## config.mk

```make
export PLATFORM = sky130hd
export DESIGN_NAME = solar_hijri_date_difference_top
export DESIGN_NICKNAME = d
export VERILOG_FILES = /design/src/rtl/shdd_pkg.sv /design/src/rtl/shdd_ctrl.sv /design/src/rtl/shdd_dp.sv /design/src/rtl/solar_hijri_date_difference_top.sv
export SDC_FILE = /design/constraint.sdc
export NUM_CORES = 1
export LEC_CHECK = 0
export BUFFER_PORTS_ARGS = -buffer_cell sky130_fd_sc_hd__buf_4
export CORE_MARGIN = 3
export CORE_UTILIZATION = 47
export DETAILED_ROUTE_END_ITERATION = 16
export GPL_ROUTABILITY_DRIVEN = 0
export PLACE_DENSITY = 0.62
export REMOVE_ABC_BUFFERS = 1
export SYNTH_ARGS = -nofsm -noshare
export SYNTH_HDL_FRONTEND = slang
export SYNTH_SLANG_ARGS = --single-unit
export TNS_END_PERCENT = 1
```

## constraint.sdc

```tcl
create_clock -name clock -period 20.6 [get_ports clock]
set_clock_uncertainty 0.1 [all_clocks]
set_input_delay 2.06 -clock clock [delete_from_list [all_inputs] [get_ports clock]]
set_output_delay 2.06 -clock clock [all_outputs]
set_load 0.01 [all_outputs]
```

## src/rtl/shdd_pkg.sv

```systemverilog
// Shared types, constants and calendar tables for the Solar Hijri date difference block.
// No dependencies; used by every module of the block.
`timescale 1ns / 1ps

package shdd_pkg;

   localparam int DAY_W   = 5;
   localparam int MONTH_W = 4;
   localparam int ORDER_W = 2;
   localparam int COUNT_W = 21;
   localparam int RES_W   = 6;   // year mod 33 residue

   localparam logic [COUNT_W-1:0] COUNT_MAX = {COUNT_W{1'b1}};
   localparam logic [RES_W:0]     CYCLE_YEARS = 7'd33;
   localparam logic [8:0]         DAYS_PER_YEAR = 9'd365;
   localparam logic [MONTH_W-1:0] MONTHS_PER_YEAR = 4'd12;

   // floor(y / 33) == (y * RECIP_33) >> RECIP_SHIFT for every y below 67650
   localparam int          RECIP_SHIFT = 21;
   localparam logic [15:0] RECIP_33    = 16'd63551;

   localparam logic [ORDER_W-1:0] ORDER_EARLIER = 2'd0;
   localparam logic [ORDER_W-1:0] ORDER_EQUAL   = 2'd1;
   localparam logic [ORDER_W-1:0] ORDER_LATER   = 2'd2;

   // controller -> datapath
   typedef struct packed {
      logic load;       // capture both dates
      logic div_quo;    // register year / 33 of the selected date
      logic div_rem;    // register year mod 33 and the year base
      logic conv;       // form the day number of the selected date
      logic finish;     // compare and write the output register
      logic sel;        // 0: date A, 1: date B
   } shdd_cmd_type;

   // datapath -> controller
   typedef struct packed {
      logic out_free;   // output register can take a result this cycle
   } shdd_sts_type;

   function automatic logic is_leap_res(input logic [RES_W-1:0] r);
      case (r) inside
         6'd1, 6'd5, 6'd9, 6'd13, 6'd17, 6'd22, 6'd26, 6'd30: return 1'b1;
         default: return 1'b0;
      endcase
   endfunction

   // leap years among residues 0 .. r-1
   function automatic logic [3:0] leaps_before(input logic [RES_W-1:0] r);
      return 4'(r > 6'd1) + 4'(r > 6'd5) + 4'(r > 6'd9) + 4'(r > 6'd13)
           + 4'(r > 6'd17) + 4'(r > 6'd22) + 4'(r > 6'd26) + 4'(r > 6'd30);
   endfunction

   // days in the year before the first of month m
   function automatic logic [8:0] month_offset(input logic [MONTH_W-1:0] m);
      case (m)
         4'd1:    return 9'd0;
         4'd2:    return 9'd31;
         4'd3:    return 9'd62;
         4'd4:    return 9'd93;
         4'd5:    return 9'd124;
         4'd6:    return 9'd155;
         4'd7:    return 9'd186;
         4'd8:    return 9'd216;
         4'd9:    return 9'd246;
         4'd10:   return 9'd276;
         4'd11:   return 9'd306;
         4'd12:   return 9'd336;
         default: return 9'd0;
      endcase
   endfunction

   function automatic logic [DAY_W-1:0] month_len(input logic [MONTH_W-1:0] m,
                                                  input logic leap);
      if (m < 4'd7) return 5'd31;
      if (m < MONTHS_PER_YEAR) return 5'd30;
      return leap ? 5'd30 : 5'd29;
   endfunction

endpackage

```

## src/rtl/shdd_ctrl.sv

```systemverilog
// Sequencer for the date difference: splits each year by 33, converts, compares.
// Depends on shdd_pkg (command and status structs).
`timescale 1ns / 1ps

module shdd_ctrl (
   input  logic                  clock,
   input  logic                  reset,
   input  logic                  req_valid,
   output logic                  req_stall,
   output shdd_pkg::shdd_cmd_type cmd,
   input  shdd_pkg::shdd_sts_type sts
);

   typedef enum logic [2:0] {
      ST_IDLE,
      ST_QUO,
      ST_REM,
      ST_CONV,
      ST_FINISH
   } state_type;

   state_type        state_ff, state_in;
   logic             sel_ff, sel_in;
   logic             accept;

   assign req_stall = reset || (state_ff != ST_IDLE);
   assign accept    = req_valid && !req_stall;

   always_comb begin
      state_in = state_ff;
      sel_in   = sel_ff;
      cmd      = '0;
      cmd.sel  = sel_ff;
      unique case (state_ff)
         ST_IDLE: begin
            if (accept) begin
               cmd.load = 1'b1;
               sel_in   = 1'b0;
               state_in = ST_QUO;
            end
         end
         ST_QUO: begin
            cmd.div_quo = 1'b1;
            state_in    = ST_REM;
         end
         ST_REM: begin
            cmd.div_rem = 1'b1;
            state_in    = ST_CONV;
         end
         ST_CONV: begin
            cmd.conv = 1'b1;
            if (!sel_ff) begin
               sel_in   = 1'b1;
               state_in = ST_QUO;
            end else begin
               state_in = ST_FINISH;
            end
         end
         ST_FINISH: begin
            if (sts.out_free) begin
               cmd.finish = 1'b1;
               state_in   = ST_IDLE;
            end
         end
         default: state_in = ST_IDLE;
      endcase
   end

   always_ff @(posedge clock) begin
      if (reset) begin
         state_ff <= ST_IDLE;
         sel_ff   <= 1'b0;
      end else begin
         state_ff <= state_in;
         sel_ff   <= sel_in;
      end
   end

endmodule

```

## src/rtl/shdd_dp.sv

```systemverilog
// Datapath: date capture, reciprocal divide by 33, day-number conversion, compare, output register.
// Depends on shdd_pkg (tables, constants, command and status structs).
`timescale 1ns / 1ps

module shdd_dp #(
   parameter int YEAR_BITS = 12
) (
   input  logic                              clock,
   input  logic                              reset,
   input  shdd_pkg::shdd_cmd_type            cmd,
   output shdd_pkg::shdd_sts_type            sts,
   input  logic [shdd_pkg::DAY_W-1:0]        req_day_a,
   input  logic [shdd_pkg::MONTH_W-1:0]      req_month_a,
   input  logic [YEAR_BITS-1:0]              req_year_a,
   input  logic [shdd_pkg::DAY_W-1:0]        req_day_b,
   input  logic [shdd_pkg::MONTH_W-1:0]      req_month_b,
   input  logic [YEAR_BITS-1:0]              req_year_b,
   output logic                              rsp_valid,
   input  logic                              rsp_stall,
   output logic [shdd_pkg::ORDER_W-1:0]      rsp_order,
   output logic [shdd_pkg::COUNT_W-1:0]      rsp_day_count,
   output logic                              rsp_bad_date
);

   // 366 * 2**YEAR_BITS bounds every day number
   localparam int DN_W   = YEAR_BITS + 9;
   localparam int CW     = (DN_W + 1 > shdd_pkg::COUNT_W) ? DN_W + 1 : shdd_pkg::COUNT_W;
   localparam int RW     = shdd_pkg::RES_W;
   localparam int PROD_W = YEAR_BITS + 16;

   // captured dates
   logic [shdd_pkg::DAY_W-1:0]   day_a_ff, day_b_ff;
   logic [shdd_pkg::MONTH_W-1:0] month_a_ff, month_b_ff;
   logic [YEAR_BITS-1:0]         year_a_ff, year_b_ff;

   // divide by 33
   logic [PROD_W-1:0]    prod;
   logic [YEAR_BITS-1:0] quo_ff;
   logic [RW-1:0]        rem_ff;
   logic [DN_W-1:0]      base_ff;

   // conversion
   logic [shdd_pkg::DAY_W-1:0]   day_s;
   logic [shdd_pkg::MONTH_W-1:0] month_s;
   logic [YEAR_BITS-1:0]         year_s;
   logic [DN_W-1:0]              dn_s;
   logic                         ok_s;
   logic [DN_W-1:0]              dn_a_ff, dn_b_ff;
   logic                         bad_ff;

   // compare
   logic [CW-1:0]                diff;
   logic [shdd_pkg::COUNT_W-1:0] count_s;
   logic [shdd_pkg::ORDER_W-1:0] order_s;

   logic                         rsp_valid_ff;
   logic [shdd_pkg::ORDER_W-1:0] order_ff;
   logic [shdd_pkg::COUNT_W-1:0] count_ff;
   logic                         bad_out_ff;

   assign day_s   = cmd.sel ? day_b_ff   : day_a_ff;
   assign month_s = cmd.sel ? month_b_ff : month_a_ff;
   assign year_s  = cmd.sel ? year_b_ff  : year_a_ff;

   assign prod = PROD_W'(year_s) * PROD_W'(shdd_pkg::RECIP_33);

   always_comb begin
      dn_s = base_ff
           + DN_W'(shdd_pkg::leaps_before(rem_ff))
           + DN_W'(shdd_pkg::month_offset(month_s))
           + DN_W'(day_s) - DN_W'(1);
      ok_s = (month_s != '0) && (month_s <= shdd_pkg::MONTHS_PER_YEAR) && (day_s != '0)
          && (day_s <= shdd_pkg::month_len(month_s, shdd_pkg::is_leap_res(rem_ff)));
   end

   always_comb begin
      if (dn_a_ff < dn_b_ff) begin
         order_s = shdd_pkg::ORDER_EARLIER;
         diff    = CW'(dn_b_ff) - CW'(dn_a_ff) + CW'(1);
      end else if (dn_a_ff > dn_b_ff) begin
         order_s = shdd_pkg::ORDER_LATER;
         diff    = CW'(dn_a_ff) - CW'(dn_b_ff) + CW'(1);
      end else begin
         order_s = shdd_pkg::ORDER_EQUAL;
         diff    = '0;
      end
      count_s = (diff > CW'(shdd_pkg::COUNT_MAX)) ? shdd_pkg::COUNT_MAX
                                                  : diff[shdd_pkg::COUNT_W-1:0];
   end

   assign sts.out_free = !rsp_valid_ff || !rsp_stall;

   always_ff @(posedge clock) begin
      if (cmd.load) begin
         day_a_ff   <= req_day_a;
         month_a_ff <= req_month_a;
         year_a_ff  <= req_year_a;
         day_b_ff   <= req_day_b;
         month_b_ff <= req_month_b;
         year_b_ff  <= req_year_b;
         bad_ff     <= 1'b0;
      end
      if (cmd.div_quo) begin
         quo_ff <= YEAR_BITS'(prod >> shdd_pkg::RECIP_SHIFT);
      end
      if (cmd.div_rem) begin
         rem_ff  <= RW'(year_s - quo_ff * YEAR_BITS'(shdd_pkg::CYCLE_YEARS));
         base_ff <= DN_W'(year_s) * DN_W'(shdd_pkg::DAYS_PER_YEAR)
                  + DN_W'({quo_ff, 3'b000});
      end
      if (cmd.conv) begin
         if (cmd.sel) dn_b_ff <= dn_s;
         else         dn_a_ff <= dn_s;
         if (!ok_s) bad_ff <= 1'b1;
      end
      if (cmd.finish) begin
         order_ff   <= bad_ff ? shdd_pkg::ORDER_EARLIER : order_s;
         count_ff   <= bad_ff ? '0 : count_s;
         bad_out_ff <= bad_ff;
      end
   end

   always_ff @(posedge clock) begin
      if (reset) begin
         rsp_valid_ff <= 1'b0;
      end else if (cmd.finish) begin
         rsp_valid_ff <= 1'b1;
      end else if (!rsp_stall) begin
         rsp_valid_ff <= 1'b0;
      end
   end

   assign rsp_valid     = rsp_valid_ff;
   assign rsp_order     = order_ff;
   assign rsp_day_count = count_ff;
   assign rsp_bad_date  = bad_out_ff;

endmodule

```

## src/rtl/solar_hijri_date_difference_top.sv

```systemverilog
// Top level of the Solar Hijri date difference block.
// Depends on shdd_pkg, shdd_ctrl and shdd_dp.
`timescale 1ns / 1ps

// Compares two Solar Hijri dates (day, month, year) and returns their order
// (first earlier / equal / first later) and the inclusive day count between
// them: 0 for equal dates, else |dayno(A) - dayno(B)| + 1, saturated at the
// 21-bit maximum. An invalid date (month 0 or above 12, day 0, day past the
// month end) raises bad_date and zeroes order and day_count. The result
// register is written after these steps, per date in order: year / 33 by
// reciprocal multiply, year mod 33 and the year base, the day number; then
// the compare. The request side is free again on the cycle after that write;
// the compare waits while an earlier result still sits stalled in the output
// register. One item is in flight at a time; a new request beat is taken as
// soon as the previous result sits in the output register, even while that
// result is stalled.

module solar_hijri_date_difference_top #(
   parameter int YEAR_BITS = 12   // 8 .. 16
) (
   input  logic                         clock,
   input  logic                         reset,
   // request channel
   input  logic                         req_valid,
   output logic                         req_stall,
   input  logic [shdd_pkg::DAY_W-1:0]   req_day_a,
   input  logic [shdd_pkg::MONTH_W-1:0] req_month_a,
   input  logic [YEAR_BITS-1:0]         req_year_a,
   input  logic [shdd_pkg::DAY_W-1:0]   req_day_b,
   input  logic [shdd_pkg::MONTH_W-1:0] req_month_b,
   input  logic [YEAR_BITS-1:0]         req_year_b,
   // response channel
   output logic                         rsp_valid,
   input  logic                         rsp_stall,
   output logic [shdd_pkg::ORDER_W-1:0] rsp_order,
   output logic [shdd_pkg::COUNT_W-1:0] rsp_day_count,
   output logic                         rsp_bad_date
);

   // Controller sequences: capture -> (divide year by 33, convert) for A,
   // then for B -> compare into the output register.
   shdd_pkg::shdd_cmd_type cmd;
   shdd_pkg::shdd_sts_type sts;

   shdd_ctrl u_ctrl (
      .clock     (clock),
      .reset     (reset),
      .req_valid (req_valid),
      .req_stall (req_stall),
      .cmd       (cmd),
      .sts       (sts)
   );

   // Datapath: year / 33 by reciprocal multiply, then
   // dayno = 365*y + 8*(y/33) + leaps before (y%33) + month offset + day - 1.
   shdd_dp #(
      .YEAR_BITS (YEAR_BITS)
   ) u_dp (
      .clock         (clock),
      .reset         (reset),
      .cmd           (cmd),
      .sts           (sts),
      .req_day_a     (req_day_a),
      .req_month_a   (req_month_a),
      .req_year_a    (req_year_a),
      .req_day_b     (req_day_b),
      .req_month_b   (req_month_b),
      .req_year_b    (req_year_b),
      .rsp_valid     (rsp_valid),
      .rsp_stall     (rsp_stall),
      .rsp_order     (rsp_order),
      .rsp_day_count (rsp_day_count),
      .rsp_bad_date  (rsp_bad_date)
   );

endmodule

```

==> out/summary.txt, run 1 <==
unrepaired setup endpoints after global routing: no
CTS resizes: 0
Final #Nets: 1,981
EDFF count, synth: 142
setup violators final: 0
# Post-CTS Setup Buffers: 0
CTS tree: done
distinct cell type count of the synthesized netlist: 76
worst-margin pin slew: 1.08 ns
Filler cells: 2,880
final hold slack: 0.455 ns
r2r endpoint: u_dp.dn_b_ff[18]
Worst-Skew Late Latency: 0.43 ns
diode count: 0
sequential fraction of the synthesis area: 28.5%
Yosys reg bits: 148
area delta synth->final: 10.8%
global-route wire length before repair: 49,100 um
CP startpoint kind: flip-flop
critical path required time: 20.72 ns
number of global-route vias before repair: 10,386
ys flop type: edfxtp_1
total clock buffers created by CTS: 17
Final Slew Violations: 0
CP Capture Type: flip-flop
worst hold path type: reg2reg
Worst Reg-to-Reg Cells: 23
Fmax: 142 MHz
hpwl dp: 24,100 um
minimum clock period: 7.04 ns
row cnt: 65
drt wl/cell: 14.4 um
Critical Path AT: 7.16 ns
final hold vios: 0
core footprint: 31,900 sq um
Initial Util: 48.2%
initial antenna violation count: 0
cell area after synthesis: 15,400 sq um
critical path class: reg2reg
Max-cap violations: 0
CTS Root Cell: clkbuf_16
port bufs: 71
Syn. warnings: 0
H-tree depth: 4
WHS Path Cells: 1
Die Ht: 187 um
min-delay src: u_ctrl.state_ff[2]
Tcrit/Tclk final: 34.2%
Starting DRT DRC Count: 418
async set-reset flop share out of synthesis: 0%
DR DRC count: 0
worst-path fanout max: 7
GRT Util Overall: 17.1%
layout cells sized above 1: 9.62%
Hold Buf Count CTS: 0
Yosys top cell area share: 27.8%
top post-synthesis cells by area: edfxtp_1, ha_1, fa_1, inv_1, xnor2_1
CTS sink cnt: 148
Vias: 10,027
post-route ant nets: 0
CTS clk-pin slew, worst paths: 0.06 ns
setup tns final: 0 ns
final wirelength: 28,400 um
worst r2r src: u_dp.rem_ff[3]
Synth area leader: edfxtp_1
Boundary Pins: 72
Die Span X: 187 um
first drt pass iteration count: 4
Worst Hold End: u_ctrl.state_ff[0]
Mean Syn Cell Area: 10.6 sq um
pin count of the biggest net entering global routing: 44
status: completed
GRT overflow: 0
Rel. slew slack: 28.1%
post-DR vias/cell: 5.08
worst-case clock buffer depth: 2
die area: 34,900 sq um
register-to-register setup slack: 13.56 ns
Mapped Cells: 1,445
Yosys cell counts (13+ instances only):
cell type,n
ha_1,289
inv_1,273
edfxtp_1,142
fa_1,120
a21oi_1,84
nor2_1,69
xnor2_1,60
nand2_1,51
o21ai_0,33
xor2_1,27
nor3_1,23
nand3_1,20
a21o_1,17
mux2i_1,17
nor2b_1,16
clkbuf_1,13
flip-flops by register name (all words and copies together), names as in the netlist:
signal / flops
u_dp.year_b_ff: 12
u_dp.base_ff: 21
u_dp.day_a_ff: 5
u_dp.quo_ff: 7
u_dp.rsp_order: 2
u_dp.month_b_ff: 4
u_dp.rsp_day_count: 21
u_dp.rsp_bad_date: 1
u_dp.year_a_ff: 12
u_dp.dn_a_ff: 21
u_dp.dn_b_ff: 21
u_dp.month_a_ff: 4
u_dp.bad_ff: 1
u_ctrl.sel_ff: 1
u_dp.day_b_ff: 5
u_dp.rsp_valid: 1
u_ctrl.state_ff: 3
u_dp.rem_ff: 6
layer usage:
metal / track usage [%] / up-vias / wire [um] / part of all wire (%)
met3: 2.91 / 28 / 777 / 2.7
met5: 0 / - / 0 / 0
met1: 20.9 / 4769 / 12400 / 44
met2: 31.1 / 125 / 14700 / 52
met4: 5.12 / 0 / 515 / 1.8
li1: - / 5105 / - / -
metrics by stage:
| step | setup WS (ns) | util [%] | cells | instance area, sq um |
|---|---|---|---|---|
| 2_1_floorplan | 14.00 | - | 1429 | 15300 |
| 3_3_place_gp | 13.71 | 51.5 | 1942 | 16400 |
| 3_5_place_dp | 13.56 | 51.5 | 1942 | 16400 |
| 4_1_cts | 13.53 | 53.4 | 1974 | 17000 |
| 5_1_grt | 13.07 | 53.4 | 1974 | 17000 |
| 6_report | 13.56 | 53.4 | 1974 | 17000 |
worst max-delay path, cell delays in order, from the launching register on:
cell and delay, ns:
edfxtp_1 0.47, a311o_1 0.42, fa_1 0.47, fa_1 0.54, inv_1 0.05, fa_1 0.46, fa_1 0.39, xor2_1 0.17
ha_1 0.27, inv_1 0.05, fa_1 0.52, inv_1 0.05, fa_1 0.57, inv_1 0.06, ha_1 0.27, a21oi_1 0.08
o21ai_1 0.17, a21boi_0 0.15, o31a_1 0.31, o311a_1 0.36, nor3_2 0.28, and2_1 0.18, o21ai_0 0.08, a221oi_1 0.34
how the worst max path moves through the flow:
| stage | from | to |
|---|---|---|
| after CTS | u_dp.rem_ff[3] | u_dp.dn_b_ff[18] |
| after detailed placement | u_dp.rem_ff[3] | u_dp.dn_a_ff[18] |
| after global routing | u_dp.rem_ff[1] | u_dp.dn_b_ff[18] |
| final | u_dp.rem_ff[3] | u_dp.dn_b_ff[18] |
| after global placement | u_dp.rem_ff[3] | u_dp.dn_a_ff[18] |
| after floorplan | u_ctrl.sel_ff | u_dp.quo_ff[6] |
cells in the final DEF, fill, tap and decap left out, drive strengths merged, types with 5 or more instances in the layout:
cell    Yosys  layout
or3        11      11
nand2b      9       9
clkinv      1       5
a21oi      96      96
inv       273     278
nor3       24      24
a21o       18      18
edfxtp    142     142
a31oi      10      10
fa        120     120
xor2       28      28
a22oi       8       8
xnor2      60      60
o21a       12      12
nor2b      16      16
clkbuf     13      18
buf         3      78
nand2      51      51
mux2i      17      17
o21bai      7       7
ha        289     289
dfxtp       6       6
and3       12      12
o211ai      7       7
nand4       7       7
and2        8       8
nand3      20      20
mux2        7       7
o21ai      38      38
a211o       5       5
nor2       69      69
cell families (layout without fill, tap and decap cells):
logic type,Yosys count,count (layout),share of synthesized area (%)
adder cells (fa/ha/maj),409,409,39.2
buffers and inverters,290,384,7.19
AND/OR/NAND/NOR,245,245,7.90
AO/OA/AOI/OAI,241,241,10.5
flip-flops,148,148,28.5
XOR/XNOR,88,88,5.07
multiplexers,24,24,1.62
layout make-up:
class | instances | area (sq um) | area share [%]
multi-input combinational | 1007 | 9880 | 58.0
sequential | 148 | 4380 | 25.7
clock buffer | 18 | 429 | 2.52
tap | 435 | 544 | 3.20
inverter | 274 | 1030 | 6.04
clock inverter | 14 | 175 | 1.03
timing repair buffer | 78 | 586 | 3.44
Power of run 1 is left out: the tool's default activity adds up to more than one toggle a clock period on the data nets, which glitch-free logic cannot reach.
==> run 2: changes to the inputs <==
- clock period: 20.6 -> 7.3 ns (I/O delays scaled with it)
==> run 2 against run 1 <==
Hold slack lost 0.094 ns. Sequential share of layout area down 0.051 points. Die area did not move. Final area grew 0.20%. Via count up 0.38%. Clock-buffer cell count increased by 1. Wire length rose by 1.5%. Utilization increased by 0.11 points.
==> out/summary.txt, run 2 (synthesis results as in run 1) <==
worst-margin pin slew: 1.07 ns (was 1.08 ns)
die area: 34,900 sq um (unchanged)
WHS Path Cells: 1 (unchanged)
setup violators final: 0 (unchanged)
CP Capture Type: flip-flop (unchanged)
H-tree depth: 4 (unchanged)
Vias: 10,065 (was 10,027)
number of global-route vias before repair: 10,279 (was 10,386)
status: completed (unchanged)
min-delay src: req_month_a[0] (was u_ctrl.state_ff[2])
global-route wire length before repair: 48,900 um (was 49,100 um)
Die Ht: 187 um (unchanged)
worst r2r src: u_dp.rem_ff[3] (unchanged)
CTS clk-pin slew, worst paths: 0.07 ns (was 0.06 ns)
final hold slack: 0.361 ns (was 0.455 ns)
GRT overflow: 0 (unchanged)
minimum clock period: 6.86 ns (was 7.04 ns)
commonest non-fill, non-tap cells in the layout: ha_1, inv_1, edfxtp_1 (unchanged)
CTS sink cnt: 148 (unchanged)
Worst Reg-to-Reg Cells: 23 (unchanged)
port bufs: 71 (unchanged)
Final Non-Filler Cells: 1,977 (was 1,974)
Boundary Pins: 72 (unchanged)
register-to-register setup slack: 0.44 ns (was 13.56 ns)
post-DR vias/cell: 5.09 (was 5.08)
worst hold path type: in2reg (was reg2reg)
most common cell after layout, fill and taps aside: ha_1 (unchanged)
pin count of the biggest net entering global routing: 44 (unchanged)
Initial Util: 48.2% (unchanged)
Hold Buf Count CTS: 0 (unchanged)
Starting DRT DRC Count: 431 (was 418)
final wirelength: 28,900 um (was 28,400 um)
Tcrit/Tclk final: 94.0% (was 34.2%)
drt wl/cell: 14.6 um (was 14.4 um)
Fmax: 146 MHz (was 142 MHz)
# Post-CTS Setup Buffers: 0 (unchanged)
initial antenna violation count: 0 (unchanged)
Filler cells: 2,860 (was 2,880)
Rel. slew slack: 28.8% (was 28.1%)
Cells after DPL: 1,945 (was 1,942)
critical path required time: 7.45 ns (was 20.72 ns)
post-route ant nets: 0 (unchanged)
CTS tree: done (unchanged)
Final #Nets: 1,984 (was 1,981)
unrepaired setup endpoints after global routing: no (unchanged)
row cnt: 65 (unchanged)
DR DRC count: 0 (unchanged)
diode count: 0 (unchanged)
final hold vios: 0 (unchanged)
hpwl dp: 24,300 um (was 24,100 um)
total clock buffers created by CTS: 17 (unchanged)
first drt pass iteration count: 5 (was 4)
layout cells sized above 1: 9.86% (was 9.62%)
Critical Path AT: 7.01 ns (was 7.16 ns)
CTS Root Cell: clkbuf_16 (unchanged)
Worst Hold End: u_dp.month_a_ff[0] (was u_ctrl.state_ff[0])
CP startpoint kind: flip-flop (unchanged)
critical path class: reg2reg (unchanged)
worst-path fanout max: 7 (unchanged)
Max-cap violations: 0 (unchanged)
Die Span X: 187 um (unchanged)
setup tns final: 0 ns (unchanged)
GRT Util Overall: 17.1% (about the same)
area delta synth->final: 11.1% (was 10.8%)
core footprint: 31,900 sq um (unchanged)
Worst-Skew Late Latency: 0.44 ns (was 0.43 ns)
Final Slew Violations: 0 (unchanged)
CTS resizes: 0 (unchanged)
worst-case clock buffer depth: 2 (unchanged)
r2r endpoint: u_dp.dn_b_ff[18] (unchanged)
[run 2: cell count changes in the layout (fill, tap and decap cells not counted), sizes merged]
cell	delta
clkinvlp	+1
inv	+1
clkbuf	+1
buf	+3
clkinv	-3
[run 2: how the worst max path moves through the flow]
stage                         from                to  slack, ns  cells past startpoint
floorplan            u_ctrl.sel_ff    u_dp.quo_ff[6]       0.70                     19
global placement    u_dp.rem_ff[3]  u_dp.dn_a_ff[18]       0.41                     23
detailed placement  u_dp.rem_ff[3]  u_dp.dn_a_ff[18]       0.28                     23
CTS                 u_dp.rem_ff[3]  u_dp.dn_b_ff[18]       0.27                     23
global route        u_dp.rem_ff[3]  u_dp.dn_a_ff[18]       0.02                     23
finish              u_dp.rem_ff[3]  u_dp.dn_b_ff[18]       0.44                     23
[run 2: worst max-delay path, cell delays in order, from the launching register on]
cell and delay, ns:
edfxtp_1 0.45, a311o_1 0.40, fa_1 0.47, fa_1 0.56, inv_1 0.06, fa_1 0.45
fa_1 0.39, xor2_1 0.17, ha_1 0.27, inv_1 0.05, fa_1 0.52, inv_1 0.06
fa_1 0.56, inv_1 0.06, ha_1 0.26, a21oi_1 0.08, o21ai_1 0.18, a21boi_1 0.12
o31a_1 0.29, o311a_1 0.38, nor3_4 0.24, and2_1 0.18, o21ai_0 0.10, a221oi_2 0.27
[run 2: area by class of cell]
cell class                      count  area, sq um  area share [%]
Inverter                          274         1030            6.03
Sequential cell                   148         4380            25.7
Clock inverter                     13          170           0.997
Multi-Input combinational cell   1007         9900            58.0
Timing Repair Buffer               81          608            3.56
Tap cell                          435          544            3.19
Clock buffer                       19          433            2.54
[run 2: metal layers]
layer	GRT usage, %	vias to the layer above	share of wire [%]
li1	-	5107	-
met1	20.6	4782	43
met2	31.6	151	53
met3	3.23	25	3.4
met4	3.84	0	0.96
met5	0	-	0
[run 2: stage by stage]
step	utilization [%]	cell area, sq um	setup WS, ns
finish	53.5	17100	0.441
global route	53.5	17100	0.0176
floorplan	-	15300	0.703
CTS	53.5	17100	0.269
detailed placement	51.6	16400	0.277
global placement	51.6	16400	0.409
Power of run 2 is left out for the same reason.
==> run 3: changes to the inputs <==
- ABC_AREA: not set -> 1
- PLACE_DENSITY: 0.62 -> 0.66
==> run 3 against run 2 <==
Sequential cell count is the same. Setup slack improved by 0.28 ns. Synthesized cell count is 36% higher. Utilization shrank 0.23 points. Largest cell class unchanged. Critical path depth up 2. Final area increased by 9.5%. Synthesized area grew 11%.
==> out/summary.txt, run 3 <==
Die Span X: 196 um (was 187 um)
CTS resizes: 0 (unchanged)
Die Ht: 196 um (was 187 um)
Final Non-Filler Cells: 2,525 (was 1,977)
status: completed (unchanged)
CTS sink cnt: 148 (unchanged)
worst r2r src: u_dp.rem_ff[1] (was u_dp.rem_ff[3])
distinct cell type count of the synthesized netlist: 51 (was 76)
first drt pass iteration count: 5 (unchanged)
critical path class: reg2reg (unchanged)
CP startpoint kind: flip-flop (unchanged)
Yosys reg bits: 148 (unchanged)
async set-reset flop share out of synthesis: 0% (unchanged)
register-to-register setup slack: 0.72 ns (was 0.44 ns)
Tcrit/Tclk final: 90.1% (was 94.0%)
global-route wire length before repair: 64,700 um (was 48,900 um)
unrepaired setup endpoints after global routing: no (unchanged)
ys flop type: edfxtp_1 (unchanged)
Synth area leader: edfxtp_1 (unchanged)
port bufs: 71 (unchanged)
post-route ant nets: 0 (unchanged)
CTS clk-pin slew, worst paths: 0.07 ns (about the same)
row cnt: 68 (was 65)
Synth top cells by count: inv_1, nand2_1, ha_1 (was ha_1, inv_1, edfxtp_1)
critical path required time: 7.48 ns (was 7.45 ns)
GRT Util Overall: 20.9% (was 17.1%)
diode count: 0 (unchanged)
Worst-Skew Late Latency: 0.46 ns (was 0.44 ns)
commonest non-fill, non-tap cells in the layout: inv_1, nand2_1, ha_1 (was ha_1, inv_1, edfxtp_1)
Rel. slew slack: 25.7% (was 28.8%)
final wirelength: 39,500 um (was 28,900 um)
Filler cells: 3,224 (was 2,860)
area delta synth->final: 9.99% (was 11.1%)
H-tree depth: 4 (unchanged)
setup tns final: 0 ns (unchanged)
number of global-route vias before repair: 13,548 (was 10,279)
CTS Root Cell: clkbuf_16 (unchanged)
core footprint: 35,100 sq um (was 31,900 sq um)
setup violators final: 0 (unchanged)
CTS tree: done (unchanged)
DR DRC count: 0 (unchanged)
Syn. warnings: 0 (unchanged)
most frequent cell after synthesis: inv_1 (was ha_1)
hpwl dp: 33,500 um (was 24,300 um)
# Post-CTS Setup Buffers: 0 (unchanged)
initial antenna violation count: 0 (unchanged)
most common cell after layout, fill and taps aside: inv_1 (was ha_1)
worst-path fanout max: 6 (was 7)
Final #Nets: 2,512 (was 1,984)
Starting DRT DRC Count: 627 (was 431)
cell area after synthesis: 17,000 sq um (was 15,400 sq um)
total clock buffers created by CTS: 17 (unchanged)
Yosys top cell area share: 25.1% (was 27.8%)
multi-input logic area: 10,900 sq um (was 9900 sq um)
min-delay src: req_year_b[7] (was req_month_a[0])
top post-synthesis cells by area: edfxtp_1, ha_1, fa_1, inv_1, nand2_1 (was edfxtp_1, ha_1, fa_1, inv_1, xnor2_1)
worst-case clock buffer depth: 2 (unchanged)
Mapped Cells: 1,971 (was 1,445)
worst-margin pin slew: 1.11 ns (was 1.07 ns)
Cells after DPL: 2,493 (was 1,945)
die area: 38,500 sq um (was 34,900 sq um)
Placed Area: 18,100 sq um (was 16,400 sq um)
Mean Syn Cell Area: 8.62 sq um (was 10.6 sq um)
CP Capture Type: flip-flop (unchanged)
GRT overflow: 0 (unchanged)
sequential fraction of the synthesis area: 25.8% (was 28.5%)
post-DR vias/cell: 5.24 (was 5.09)
layout cells sized above 1: 7.92% (was 9.86%)
Initial Util: 48.5% (was 48.2%)
Critical Path Start: u_dp.rem_ff[1] (was u_dp.rem_ff[3])
Max-cap violations: 0 (unchanged)
final instance area: 18,700 sq um (was 17,100 sq um)
minimum clock period: 6.58 ns (was 6.86 ns)
Boundary Pins: 72 (unchanged)
pin count of the biggest net entering global routing: 43 (was 44)
Critical Path AT: 6.75 ns (was 7.01 ns)
drt wl/cell: 15.7 um (was 14.6 um)
worst hold path type: in2reg (unchanged)
Final Slew Violations: 0 (unchanged)
Vias: 13,233 (was 10,065)
Hold Buf Count CTS: 0 (unchanged)
Fmax: 152 MHz (was 146 MHz)
storage element area: 4380 sq um (unchanged)
final hold vios: 0 (unchanged)
EDFF count, synth: 142 (unchanged)
run 3: cell count changes after synthesis, moves of 17 or more:
cell     before  now
inv_1       273  428
nand2_1      51  344
nand3_1      20   94
nor2_1       69  120
o21ai_0      33   70
xnor2_1      60   25
xor2_1       27   44
run 3: worst paths after layout:
check        cells past startpoint                end
min reg2reg                      2     u_dp.rsp_valid
min                              1  u_dp.year_b_ff[7]
max                             25   u_dp.dn_b_ff[17]
max reg2reg                     25   u_dp.dn_b_ff[17]
run 3: worst max-delay path, stage by stage, from the launching register on:
cell and delay (ns):
edfxtp_1 0.45, inv_1 0.11, nor3_1 0.14, inv_1 0.09
nor3_1 0.16, a31oi_1 0.09, fa_1 0.51, fa_1 0.54
inv_1 0.05, fa_1 0.45, fa_1 0.44, ha_1 0.31
fa_1 0.58, fa_1 0.43, inv_1 0.07, ha_1 0.17
inv_1 0.06, fa_1 0.41, inv_1 0.09, nand3_1 0.06
nand2_1 0.19, a21oi_1 0.15, o21ai_0 0.35, nand3_1 0.11
nand2_1 0.09, xor2_1 0.19
run 3: metrics by stage:
step / utilization [%] / hold WS, ns / worst slack (ns)
floorplan: - / 0.396 / 1.24
global placement: 51.6 / 0.381 / 0.947
detailed placement: 51.6 / 0.391 / 0.774
CTS: 53.3 / 0.325 / 0.736
global route: 53.3 / 0.328 / 0.238
finish: 53.3 / 0.346 / 0.723
run 3: final cells by class:
type / count / area share (%)
timing repair buffer: 78 / 3.13
inverter: 433 / 8.74
tap: 455 / 3.05
sequential: 148 / 23.5
multi-input combinational: 1379 / 58.5
clock inverter: 15 / 0.844
clock buffer: 17 / 2.28
run 3: routing by layer:
| metal | GRT usage, % | wire, um | up-vias |
|---|---|---|---|
| met5 | 0 | 0 | - |
| met4 | 11.0 | 1930 | 0 |
| met3 | 2.63 | 1330 | 109 |
| met2 | 38.5 | 20400 | 312 |
| met1 | 23.6 | 15800 | 6245 |
| li1 | - | - | 6567 |
run 3: kinds of logic after synthesis:
family / synth area share [%]
AND/OR/NAND/NOR: 17.0
buffers and inverters: 9.96
adder cells (fa/ha/maj): 35.4
AO/OA/AOI/OAI: 8.19
flip-flops: 25.8
XOR/XNOR: 3.56
multiplexers: 0.0589
Power of run 3 is left out for the same reason.
